<file path="src/bpts_pkg.sv">
// Package for the two-motor belt plotter step generator.
// Payload structs, command codes, register indexes and controller/datapath links.
`timescale 1ns / 1ps
package bpts_pkg;
	localparam int TIME_WIDTH_DEF = 32;
	localparam int CFG_WIDTH = 32;
	localparam int CFG_IDX_WIDTH = 1;

	localparam logic [1:0] CMD_TICK = 2'd0;
	localparam logic [1:0] CMD_MOVE = 2'd1;
	localparam logic [1:0] CMD_PEN  = 2'd2;

	localparam logic [CFG_IDX_WIDTH-1:0] REG_STEPS_PER_UNIT = 1'd0;
	localparam logic [CFG_IDX_WIDTH-1:0] REG_STEP_TICKS     = 1'd1;

	typedef struct packed {
		logic [1:0]         cmd;
		logic signed [23:0] target_x;
		logic signed [23:0] target_y;
		logic               pen_raise;
	} in_item_t;

	typedef struct packed {
		logic               step_a;
		logic               dir_a;
		logic               step_b;
		logic               dir_b;
		logic               motors_enabled;
		logic               move_done;
		logic               busy_reject;
		logic               pen_up;
		logic signed [23:0] pos_x;
		logic signed [23:0] pos_y;
	} out_item_t;

	// Controller to datapath
	typedef struct packed {
		logic tick;      // apply one tick
		logic load;      // latch target, start count products
		logic counts;    // latch counts from products
		logic time_mul;  // latch move time
		logic div_a;     // start divider on motor A
		logic div_b;     // start divider on motor B
		logic start;     // take interval B, start move or finish empty one
		logic pen;       // write pen state
		logic reject;    // flag busy reject
		logic emit;      // load the output register
	} dp_cmd_t;

	// Datapath to controller
	typedef struct packed {
		logic moving;
		logic div_busy;
	} dp_sts_t;
endpackage

</file>
<file path="src/bpts_control.sv">
// Controller: sequences one item at a time and owns the in/out handshake.
// Depends on bpts_pkg.
`timescale 1ns / 1ps
module bpts_control
	import bpts_pkg::*;
(
	input  logic     clk,
	input  logic     arst_n,
	input  logic     in_valid,
	output logic     in_stall,
	input  logic [1:0] cmd,
	output logic     out_valid,
	input  logic     out_stall,
	input  dp_sts_t  sts,
	output dp_cmd_t  ctl
);
	localparam logic [3:0] S_IDLE = 4'd0;
	localparam logic [3:0] S_MUL  = 4'd1;
	localparam logic [3:0] S_CNT  = 4'd2;
	localparam logic [3:0] S_TIME = 4'd3;
	localparam logic [3:0] S_DVA  = 4'd4;
	localparam logic [3:0] S_WA   = 4'd5;
	localparam logic [3:0] S_WB   = 4'd6;
	localparam logic [3:0] S_RES  = 4'd7;
	localparam logic [3:0] S_MUL2 = 4'd8;

	logic [3:0] state_q, state_nx;
	logic ov_q, acc, emit_now;

	assign in_stall = (state_q != S_IDLE);
	assign acc = in_valid && !in_stall;
	assign out_valid = ov_q;

	// Decode and sequence
	always_comb begin
		ctl = '0;
		state_nx = state_q;
		emit_now = 1'b0;
		case (state_q)
			S_IDLE: if (acc) begin
				case (cmd)
					CMD_TICK: begin ctl.tick = 1'b1; state_nx = S_RES; end
					CMD_MOVE: begin
						if (sts.moving) begin
							ctl.reject = 1'b1; state_nx = S_RES;
						end else begin
							ctl.load = 1'b1; state_nx = S_MUL;
						end
					end
					CMD_PEN: begin ctl.pen = 1'b1; state_nx = S_RES; end
					default: state_nx = S_RES;
				endcase
			end
			S_MUL:  state_nx = S_MUL2;
			S_MUL2: begin ctl.counts = 1'b1; state_nx = S_CNT; end
			S_CNT:  begin ctl.time_mul = 1'b1; state_nx = S_TIME; end
			S_TIME: begin ctl.div_a = 1'b1; state_nx = S_DVA; end
			S_DVA:  if (!sts.div_busy) begin ctl.div_b = 1'b1; state_nx = S_WA; end
			S_WA:   if (!sts.div_busy) begin ctl.start = 1'b1; state_nx = S_WB; end
			S_WB:   state_nx = S_RES;
			S_RES:  if (!(ov_q && out_stall)) begin
				emit_now = 1'b1; state_nx = S_IDLE;
			end
			default: state_nx = S_IDLE;
		endcase
		ctl.emit = emit_now;
	end

	always_ff @(posedge clk or negedge arst_n) begin
		if (!arst_n) begin
			state_q <= S_IDLE;
			ov_q <= 1'b0;
		end else begin
			state_q <= state_nx;
			if (emit_now) ov_q <= 1'b1;
			else if (!out_stall) ov_q <= 1'b0;
		end
	end
endmodule
</file>
<file path="config.mk">
export PLATFORM = sky130hd
export DESIGN_NAME = bpts_control
export DESIGN_NICKNAME = d
export VERILOG_FILES = /design/src/bpts_pkg.sv /design/src/bpts_control.sv
export SDC_FILE = /design/constraint.sdc
export NUM_CORES = 1
export LEC_CHECK = 0
export ABC_CLOCK_PERIOD_IN_PS = 4200
export CORE_AREA = 2 2 39 41
export CTS_CLUSTER_SIZE = 10
export DETAILED_ROUTE_END_ITERATION = 7
export DIE_AREA = 0 0 41 43
export DONT_BUFFER_PORTS = 1
export PLACE_DENSITY_LB_ADDON = 0.3
export SYNTH_ARGS = -nofsm -noshare
export SYNTH_HDL_FRONTEND = slang
export SYNTH_SLANG_ARGS = --single-unit
</file>
<file path="constraint.sdc">
create_clock -name clk -period 4.2 [get_ports clk]
set_clock_uncertainty 0.2 [all_clocks]
set_input_delay 0.21 -clock clk [delete_from_list [all_inputs] [get_ports clk]]
set_output_delay 0.21 -clock clk [all_outputs]
set_load 0.02 [all_outputs]
</file>
==> results of run 1 <==
[cells in the mapped netlist, drive strengths merged (2+ instances only)]
cell    n
a21oi   5
buf     5
dfrtp   5
inv     3
nand2   6
nand2b  2
nand3b  2
nor2    8
nor3    6
o31ai   2
or2     2
or3b    2
[final timing paths]
kind / from / endpoint
max in group asynchronous: arst_n / state_q[3]
setup / recovery: state_q[2] / ctl[4]
hold / removal: arst_n / out_valid
min in group clk: sts[0] / state_q[2]
hold reg to reg: out_valid / out_valid
setup reg to reg: state_q[0] / state_q[0]
[critical path, cell delays in order, from the launching register on]
cell     delay [ns]
dfrtp_1        0.61
or3b_1         0.44
nor3_1         0.50
[stage by stage]
stage / cell area [um2] / power (uW) / cells
2_1_floorplan: 482 / 308 / 60
3_3_place_gp: 465 / 321 / 71
3_5_place_dp: 465 / 323 / 71
4_1_cts: 512 / 381 / 77
5_1_grt: 512 / 414 / 77
6_report: 512 / 381 / 77
[cell families (layout without fill, tap and decap cells)]
| group | after synthesis | in the layout | share of synthesized area |
|---|---|---|---|
| AOI/OAI and AO/OA | 13 | 13 | 0.210 |
| buffers and inverters | 8 | 9 | 0.0987 |
| DFF | 5 | 5 | 0.260 |
| muxes | 1 | 1 | 0.0312 |
| and+or+nand+nor | 33 | 33 | 0.400 |
[power breakdown]
group          total, uW  internal [uW]  switching [uW]  leakage (uW)
combinational        187           86.4             101      0.000143
clock               56.7           36.0            20.8     0.0000150
sequential           137           67.0            69.6     0.0000641
[registers in the layout, indices dropped and copies added (netlist names)]
name and flops:
state_q 4, out_valid 1
[routing by layer]
metal	wire length [um]	up-vias	share of wire
met1	459	207	0.44
met3	50	2	0.048
met5	0	-	0
li1	-	210	-
met4	11	0	0.011
met2	525	16	0.50
[final cells by class]
type	instances	area (um2)
repair buffers	2	20.0
well taps	16	20.0
clock buffers	4	26.3
inverters	3	11.3
multi-input cells	47	309
flip-flops and latches	5	125
fillers	144	872
==> results.py, run 1 <==
metrics = {
    "run_status": {
        "status": "finished clean",
    },
    "timing": {
        "setup_viol": 0,
        "finalCritPeriodShare": 0.528,
        "finalHoldViolCount": 0,
        "max_clock_freq_mhz": 451,
        "fin_crit_ns": 2.22,
        "relSlewSlack": 0.560,
        "worst_pin_slew_ns": 0.658,
        "rsz0062_at_grt": "no",
        "whs_ns": 0.0597,
        "fin_ws_ns": 1.98,
        "final.setup.tns_ns": 0,
        "slew_viol_final": 0,
    },
    "layout": {
        "fin_util": 0.370,
        "final_cell_mix": "nor2_1, nor3_1, nand2_1",
        "n_antenna_cell": 0,
        "final_nets": 70,
        "drive_gt1_frac": 0.164,
        "layout_commonest_cell": "nor2_1",
        "area_growth_pct": 6.23,
    },
    "clocking": {
        "root_buffer": "clkbuf_4",
        "clk_pin_slew_worst_paths_ns": 0.04,
        "post_cts_resized": 0,
        "hold_buffers": 2,
        "post-cts-setup-buffer-count": 0,
        "cts_made_buffers": 3,
        "h-tree-depth": 1,
        "clock_sinks": 5,
        "clock_latency_ns": 0.24,
        "clockBufferDepth": 2,
        "cts_tree": "done",
    },
    "synth": {
        "avgSynthCellArea_um2": 8.03,
        "synth-edff-count": 0,
        "synth_fp_nets": 68,
        "ys_seq_area_frac": 0.260,
        "synth_flop_cell": "dfrtp_1",
        "synth_top_area_frac": 0.260,
        "ys_types": 29,
        "synthTopCellsByArea": "dfrtp_1, nor3_1, nor2_1",
        "ys.warnings.count": 0,
        "netlist_area_um2": 482,
        "synth_top_area_cell": "dfrtp_1",
        "synth-async-reset-ratio": 1.00,
        "netlist_instances": 60,
        "ys_seq_elements": 5,
    },
    "detailed_routing": {
        "drc": 0,
        "vias": 435,
        "viasPerCell": 5.65,
        "drtAntennaViolNets": 0,
        "wire_per_inst_um": 13.6,
        "routed_wirelength_um": 1050,
        "drt_iter0_drc": 14,
        "firstDrtPassIters": 4,
    },
    "floorplanning": {
        "io-pin-count": 20,
        "initial_core_util": 0.348,
        "fp.dieH_um": 43,
        "die_w_um": 41,
        "row_count": 14,
        "dieArea_mm2": 0.00176,
        "core_area_mm2": 0.00138,
    },
    "setup_path": {
        "crit_required_ns": 3.79,
        "end_kind": "output pin",
        "cp_max_fo": 13,
        "reg2reg_depth": 4,
        "startpoint_type": "flip-flop",
        "cp.arrival_ns": 1.81,
        "critPathKind": "reg -> out",
        "ff2ff_setup_slack_ns": 2.40,
    },
    "worst_hold_path": {
        "hp-class": "in -> async",
    },
    "pwr": {
        "leakagePower_uw": 0.000222,
        "powerDensity_mw_per_mm2": 744,
        "max-vdd-ir-drop_v": 0.000207,
    },
    "placed_design": {
        "gp_congestion": 0.708,
        "io_buffers": 0,
        "dp_hpwl_um": 759,
        "dp_slack_ns": 2.25,
    },
    "grt": {
        "busiest_layer": "met2",
        "grt_max_degree": 16,
        "grt_first_pass_wirelength_um": 1590,
        "overflow": 0,
        "grt_util_met3": 0.0314,
        "grt_pass1_vias": 385,
        "grt_use_met2": 0.222,
        "grtUsageTotal": 0.134,
        "met1_usage": 0.151,
        "antenna_found_initial": 0,
    },
    "flow_run": {
        "max_cap_violations": 0,
    },
}
No activity file was read; power rests on OpenSTA's default activity.
==> inputs of run 2 (changes only) <==
--- a/config.mk
+++ b/config.mk
@@ -5,7 +5,7 @@
 export SDC_FILE = /design/constraint.sdc
 export NUM_CORES = 1
 export LEC_CHECK = 0
-export ABC_CLOCK_PERIOD_IN_PS = 4200
+export ABC_CLOCK_PERIOD_IN_PS = 1900
 export CORE_AREA = 2 2 39 41
 export CTS_CLUSTER_SIZE = 10
 export DETAILED_ROUTE_END_ITERATION = 7
==> constraint.sdc (replaced) <==
create_clock -name clk -period 1.9 [get_ports clk]
set_clock_uncertainty 0.2 [all_clocks]
set_input_delay 0.095 -clock clk [delete_from_list [all_inputs] [get_ports clk]]
set_output_delay 0.095 -clock clk [all_outputs]
set_load 0.02 [all_outputs]
==> results.py, run 2 (synthesized netlist as in run 1, its figures left out) <==
metrics = {
    "clocking": {
        "h-tree-depth": 1,
        "clk_pin_slew_worst_paths_ns": 0.05,
        "root_buffer": "clkbuf_4",
        "cts_tree": "done",
        "clock_sinks": 5,
        "cts_made_buffers": 3,
        "post-cts-setup-buffer-count": 0,
        "clockBufferDepth": 2,
        "clock_latency_ns": 0.24,
    },
    "setup_path": {
        "worstPathBufferInverterCount": 1,
        "cpPeakStageDelay_ns": 0.54,
        "cp_slowest_cell": "dfrtp_1",
        "reg2reg_depth": 4,
        "path_delay_family": "simple AND/OR/NAND/NOR gates",
        "critPathKind": "reg -> out",
        "cp_max_fo": 10,
        "reg2reg_from": "state_q[3]",
        "startpoint_type": "flip-flop",
        "crit_required_ns": 1.60,
        "ff2ff_setup_slack_ns": 0.20,
        "cp_cell_sequence": "or3b_1 -> nor3_1 -> buf_4",
        "end_kind": "output pin",
        "r2r_end": "state_q[0]",
        "worstSetupStartpoint": "state_q[2]",
        "cp.arrival_ns": 1.54,
    },
    "timing": {
        "whs_ns": 0.0545,
        "setup_viol": 0,
        "finalHoldViolCount": 0,
        "relSlewSlack": 0.689,
        "slew_viol_final": 0,
        "worst_pin_slew_ns": 0.468,
        "final.setup.tns_ns": 0,
        "finalCritPeriodShare": 0.965,
        "fin_crit_ns": 1.83,
        "max_clock_freq_mhz": 546,
        "fin_ws_ns": 0.0673,
    },
    "floorplanning": {
        "initial_core_util": 0.348,
        "fp.dieH_um": 43,
        "dieArea_mm2": 0.00176,
        "die_w_um": 41,
        "core_area_mm2": 0.00138,
        "io-pin-count": 20,
        "row_count": 14,
    },
    "layout": {
        "multi_input_area_um2": 322,
        "stdcell_area_um2": 596,
        "top_register": "state_q",
        "largest_register_ffs": 4,
        "n_antenna_cell": 0,
        "stdcell_count": 86,
        "drive_gt1_frac": 0.314,
        "final_cell_mix": "buf_4, nor2_1, nor3_1, nand2_1, a21oi_1",
        "n_fill_cell": 145,
        "area.sequential_um2": 126,
        "layout_commonest_cell": "buf_4",
        "area_growth_pct": 23.6,
        "final_nets": 79,
    },
    "run_status": {
        "status": "finished clean",
    },
    "detailed_routing": {
        "drt_iter0_drc": 2,
        "drtAntennaViolNets": 0,
        "vias": 463,
        "firstDrtPassIters": 4,
        "viasPerCell": 5.38,
        "routed_wirelength_um": 1110,
        "drc": 0,
        "wire_per_inst_um": 12.9,
    },
    "grt": {
        "grt_pass1_vias": 380,
        "grt_first_pass_wirelength_um": 1590,
        "grtUsageTotal": 0.133,
        "overflow": 0,
        "grt_max_degree": 11,
        "antenna_found_initial": 0,
    },
    "pwr": {
        "powerDensity_mw_per_mm2": 1550,
        "leakagePower_uw": 0.000269,
        "max-vdd-ir-drop_v": 0.000394,
    },
    "placed_design": {
        "dp_hpwl_um": 872,
        "place_area_um2": 526,
        "dpl.cell_count": 79,
        "dp_slack_ns": 0.214,
        "gp_congestion": 0.759,
        "io_buffers": 0,
    },
    "flow_run": {
        "max_cap_violations": 0,
    },
    "worst_hold_path": {
        "hold_end": "state_q[2]",
        "hp-class": "in -> reg",
        "whs_path_depth": 3,
        "hp-start": "sts[0]",
    },
}
run 2: timing repair:
item | 4_1_cts | 5_1_grt
hold buffers | 3 | 0
endpoints found under the setup margin | 0 | 6
hold endpoints to repair | 7 | 0
gates resized for setup | 0 | 4
run 2: metrics by stage:
stage	total power [uW]	utilization
after floorplan	680	-
after global placement	778	0.380
after detailed placement	782	0.380
after CTS	912	0.420
after global routing	1000	0.430
final	921	0.430
run 2: area by class of cell:
class | count | share of cell area
clock buffer | 4 | 0.0441
timing repair buffer | 11 | 0.151
sequential | 5 | 0.212
inverter | 3 | 0.0189
multi-input combinational | 47 | 0.540
tap | 16 | 0.0336
run 2: power breakdown:
group / leakage [uW] / total, uW / internal [uW] / switching (uW)
logic: 0.000191 / 540 / 251 / 289
registers: 0.0000630 / 262 / 152 / 110
clock network: 0.0000150 / 120 / 79.2 / 40.4
total: 0.000269 / 921 / 482 / 439
run 2: worst reg2reg max path: stages, from the launching register on:
cell and delay (ns):
dfrtp_1 0.48, nand4b_4 0.23, or2_4 0.27, o31ai_4 0.07, mux2_4 0.32
run 2: how the worst max path moves through the flow:
| stage | end | slack [ns] | cells after the start |
|---|---|---|---|
| floorplan | ctl[2] | 0.18 | 4 |
| global placement | state_q[2] | 0.23 | 5 |
| detailed placement | state_q[0] | 0.21 | 4 |
| CTS | ctl[2] | 0.01 | 5 |
| global route | ctl[8] | -0.004 | 4 |
| finish | ctl[4] | 0.07 | 3 |
run 2: routing by layer:
layer,vias up,wire length (um),track usage
li1,229,-,-
met1,224,465,0.168
met2,10,604,0.209
met3,0,35,0.0366
met4,0,0,0.0400
met5,-,0,0
==> inputs of run 3 (changes only) <==
--- a/config.mk
+++ b/config.mk
@@ -6,10 +6,10 @@
 export NUM_CORES = 1
 export LEC_CHECK = 0
 export ABC_CLOCK_PERIOD_IN_PS = 1900
-export CORE_AREA = 2 2 39 41
+export CORE_AREA = 8 8 45 47
 export CTS_CLUSTER_SIZE = 10
 export DETAILED_ROUTE_END_ITERATION = 7
-export DIE_AREA = 0 0 41 43
+export DIE_AREA = 0 0 53 55
 export DONT_BUFFER_PORTS = 1
 export PLACE_DENSITY_LB_ADDON = 0.3
 export SYNTH_ARGS = -nofsm -noshare
==> results.py, run 3 (synthesized netlist as in run 1, its figures left out) <==
metrics = {
    "run_status": {
        "status": "finished clean",
    },
    "layout": {
        "n_fill_cell": 140,
        "n_antenna_cell": 0,
        "final_cell_mix": "buf_4, nor3_1, nand2_1",
        "drive_gt1_frac": 0.362,
        "layout_commonest_cell": "buf_4",
        "fin_util": 0.428,
        "final_nets": 78,
        "top_register": "state_q",
        "stdcell_area_um2": 592,
        "area_growth_pct": 22.9,
        "largest_register_ffs": 4,
    },
    "placed_design": {
        "dp_hpwl_um": 961,
        "place_area_um2": 518,
        "io_buffers": 0,
        "gp_congestion": 0.750,
    },
    "setup_path": {
        "reg2reg_from": "state_q[1]",
        "crit_top_cell": "buf_4",
        "cp.arrival_ns": 1.53,
        "cp_max_fo": 8,
        "critPathKind": "reg -> out",
        "cp_slowest_cell": "dfrtp_2",
        "crit_required_ns": 1.60,
        "startpoint_type": "flip-flop",
        "end_kind": "output pin",
        "cpPeakStageDelay_ns": 0.44,
        "worstSetupStartpoint": "state_q[3]",
        "cp_cell_sequence": "buf_4 -> nor2_2 -> nand3_2 -> nor3b_1 -> buf_4",
    },
    "floorplanning": {
        "core_area_mm2": 0.00138,
        "dieArea_mm2": 0.00292,
        "row_count": 14,
        "die_w_um": 53,
        "fp.dieH_um": 55,
        "io-pin-count": 20,
        "initial_core_util": 0.348,
    },
    "timing": {
        "max_clock_freq_mhz": 547,
        "relSlewSlack": 0.695,
        "setup_viol": 0,
        "worst_pin_slew_ns": 0.458,
        "finalHoldViolCount": 0,
        "whs_ns": 0.0465,
        "finalCritPeriodShare": 0.961,
        "fin_crit_ns": 1.83,
        "slew_viol_final": 0,
    },
    "clocking": {
        "root_buffer": "clkbuf_4",
        "post-cts-setup-buffer-count": 0,
        "cts_tree": "done",
        "h-tree-depth": 1,
        "cts_made_buffers": 3,
        "clock_latency_ns": 0.24,
        "clock_sinks": 5,
        "clk_pin_slew_worst_paths_ns": 0.04,
        "clockBufferDepth": 2,
    },
    "pwr": {
        "max-vdd-ir-drop_v": 0.000470,
        "comb_power_share": 0.574,
        "clockPowerShare": 0.133,
        "leakagePower_uw": 0.000259,
        "power_frac_seq": 0.294,
        "powerDensity_mw_per_mm2": 1570,
        "swShare": 0.485,
        "intPower_uw": 478,
        "p_sw_uw": 449,
    },
    "detailed_routing": {
        "wire_per_inst_um": 14.4,
        "drt_iter0_drc": 5,
        "viasPerCell": 5.42,
        "drc": 0,
        "routed_wirelength_um": 1220,
        "vias": 461,
        "firstDrtPassIters": 4,
        "drtAntennaViolNets": 0,
    },
    "grt": {
        "grt_use_met2": 0.146,
        "met1_usage": 0.0960,
        "grt_max_degree": 14,
        "grt_util_met3": 0.0241,
        "grtUsageTotal": 0.0870,
        "grt_first_pass_wirelength_um": 1890,
        "grt_pass1_vias": 425,
        "antenna_found_initial": 0,
        "overflow": 0,
        "busiest_layer": "met2",
    },
    "worst_hold_path": {
        "hp-class": "in -> reg",
        "hp-start": "sts[0]",
    },
    "flow_run": {
        "max_cap_violations": 0,
    },
}
[run 3: cell count changes in the layout (fill, tap and decap cells not counted), sizes merged]
cell / change
buf: -1
[run 3: final cells by class]
class	count	area, um2	share of cell area
tap	16	20.0	0.0338
inverter	3	11.3	0.0190
clock buffer	4	26.3	0.0444
multi-input combinational	47	322	0.543
sequential	5	130	0.220
timing repair buffer	10	82.6	0.140
[run 3: power by group through the flow]
stage	Sequential (uW)	Clock (uW)	Combinational [uW]
after floorplan	205	0	476
after global placement	262	0	504
after detailed placement	264	0	508
after CTS	268	128	522
after global routing	283	137	583
final	272	123	532
[run 3: repair_timing]
action,in CTS,in global routing
endpoints found under the setup margin,4,4
endpoints found under the hold margin,6,0
pin swaps,0,0
cloned,0,0
hold buffers,3,0
gates resized for setup,3,5
[run 3: worst max-delay path: cells and delay by family (launching register included)]
| kind | cells | cell delay (ns) |
|---|---|---|
| buf+inv | 2 | 0.36 |
| simple gates | 3 | 0.50 |
| flops | 1 | 0.44 |
[run 3: final timing paths]
kind                       cells after the start  slack, ns         end
setup / recovery                               5       0.07      ctl[2]
hold / removal                                 3       0.05  state_q[2]
setup reg to reg                               5       0.22  state_q[2]
hold reg to reg                                1       0.33  state_q[3]
max in group asynchronous                      2       0.81  state_q[2]
min in group asynchronous                      2       0.48   out_valid
[run 3: stage by stage]
stage / cells / worst slack, ns / power [uW] / setup TNS (ns)
floorplan: 60 / 0.177 / 680 / 0
global placement: 78 / 0.194 / 766 / 0
detailed placement: 78 / 0.177 / 772 / 0
CTS: 85 / 0.00677 / 917 / 0
global route: 85 / -0.0114 / 1000 / -0.0114
finish: 85 / 0.0732 / 927 / 0
[run 3: metal layers]
layer	wire length (um)	vias up	part of all wire
met5	0	-	0
met4	0	0	0
met3	62	0	0.051
met2	635	10	0.52
met1	522	222	0.43
li1	-	229	-
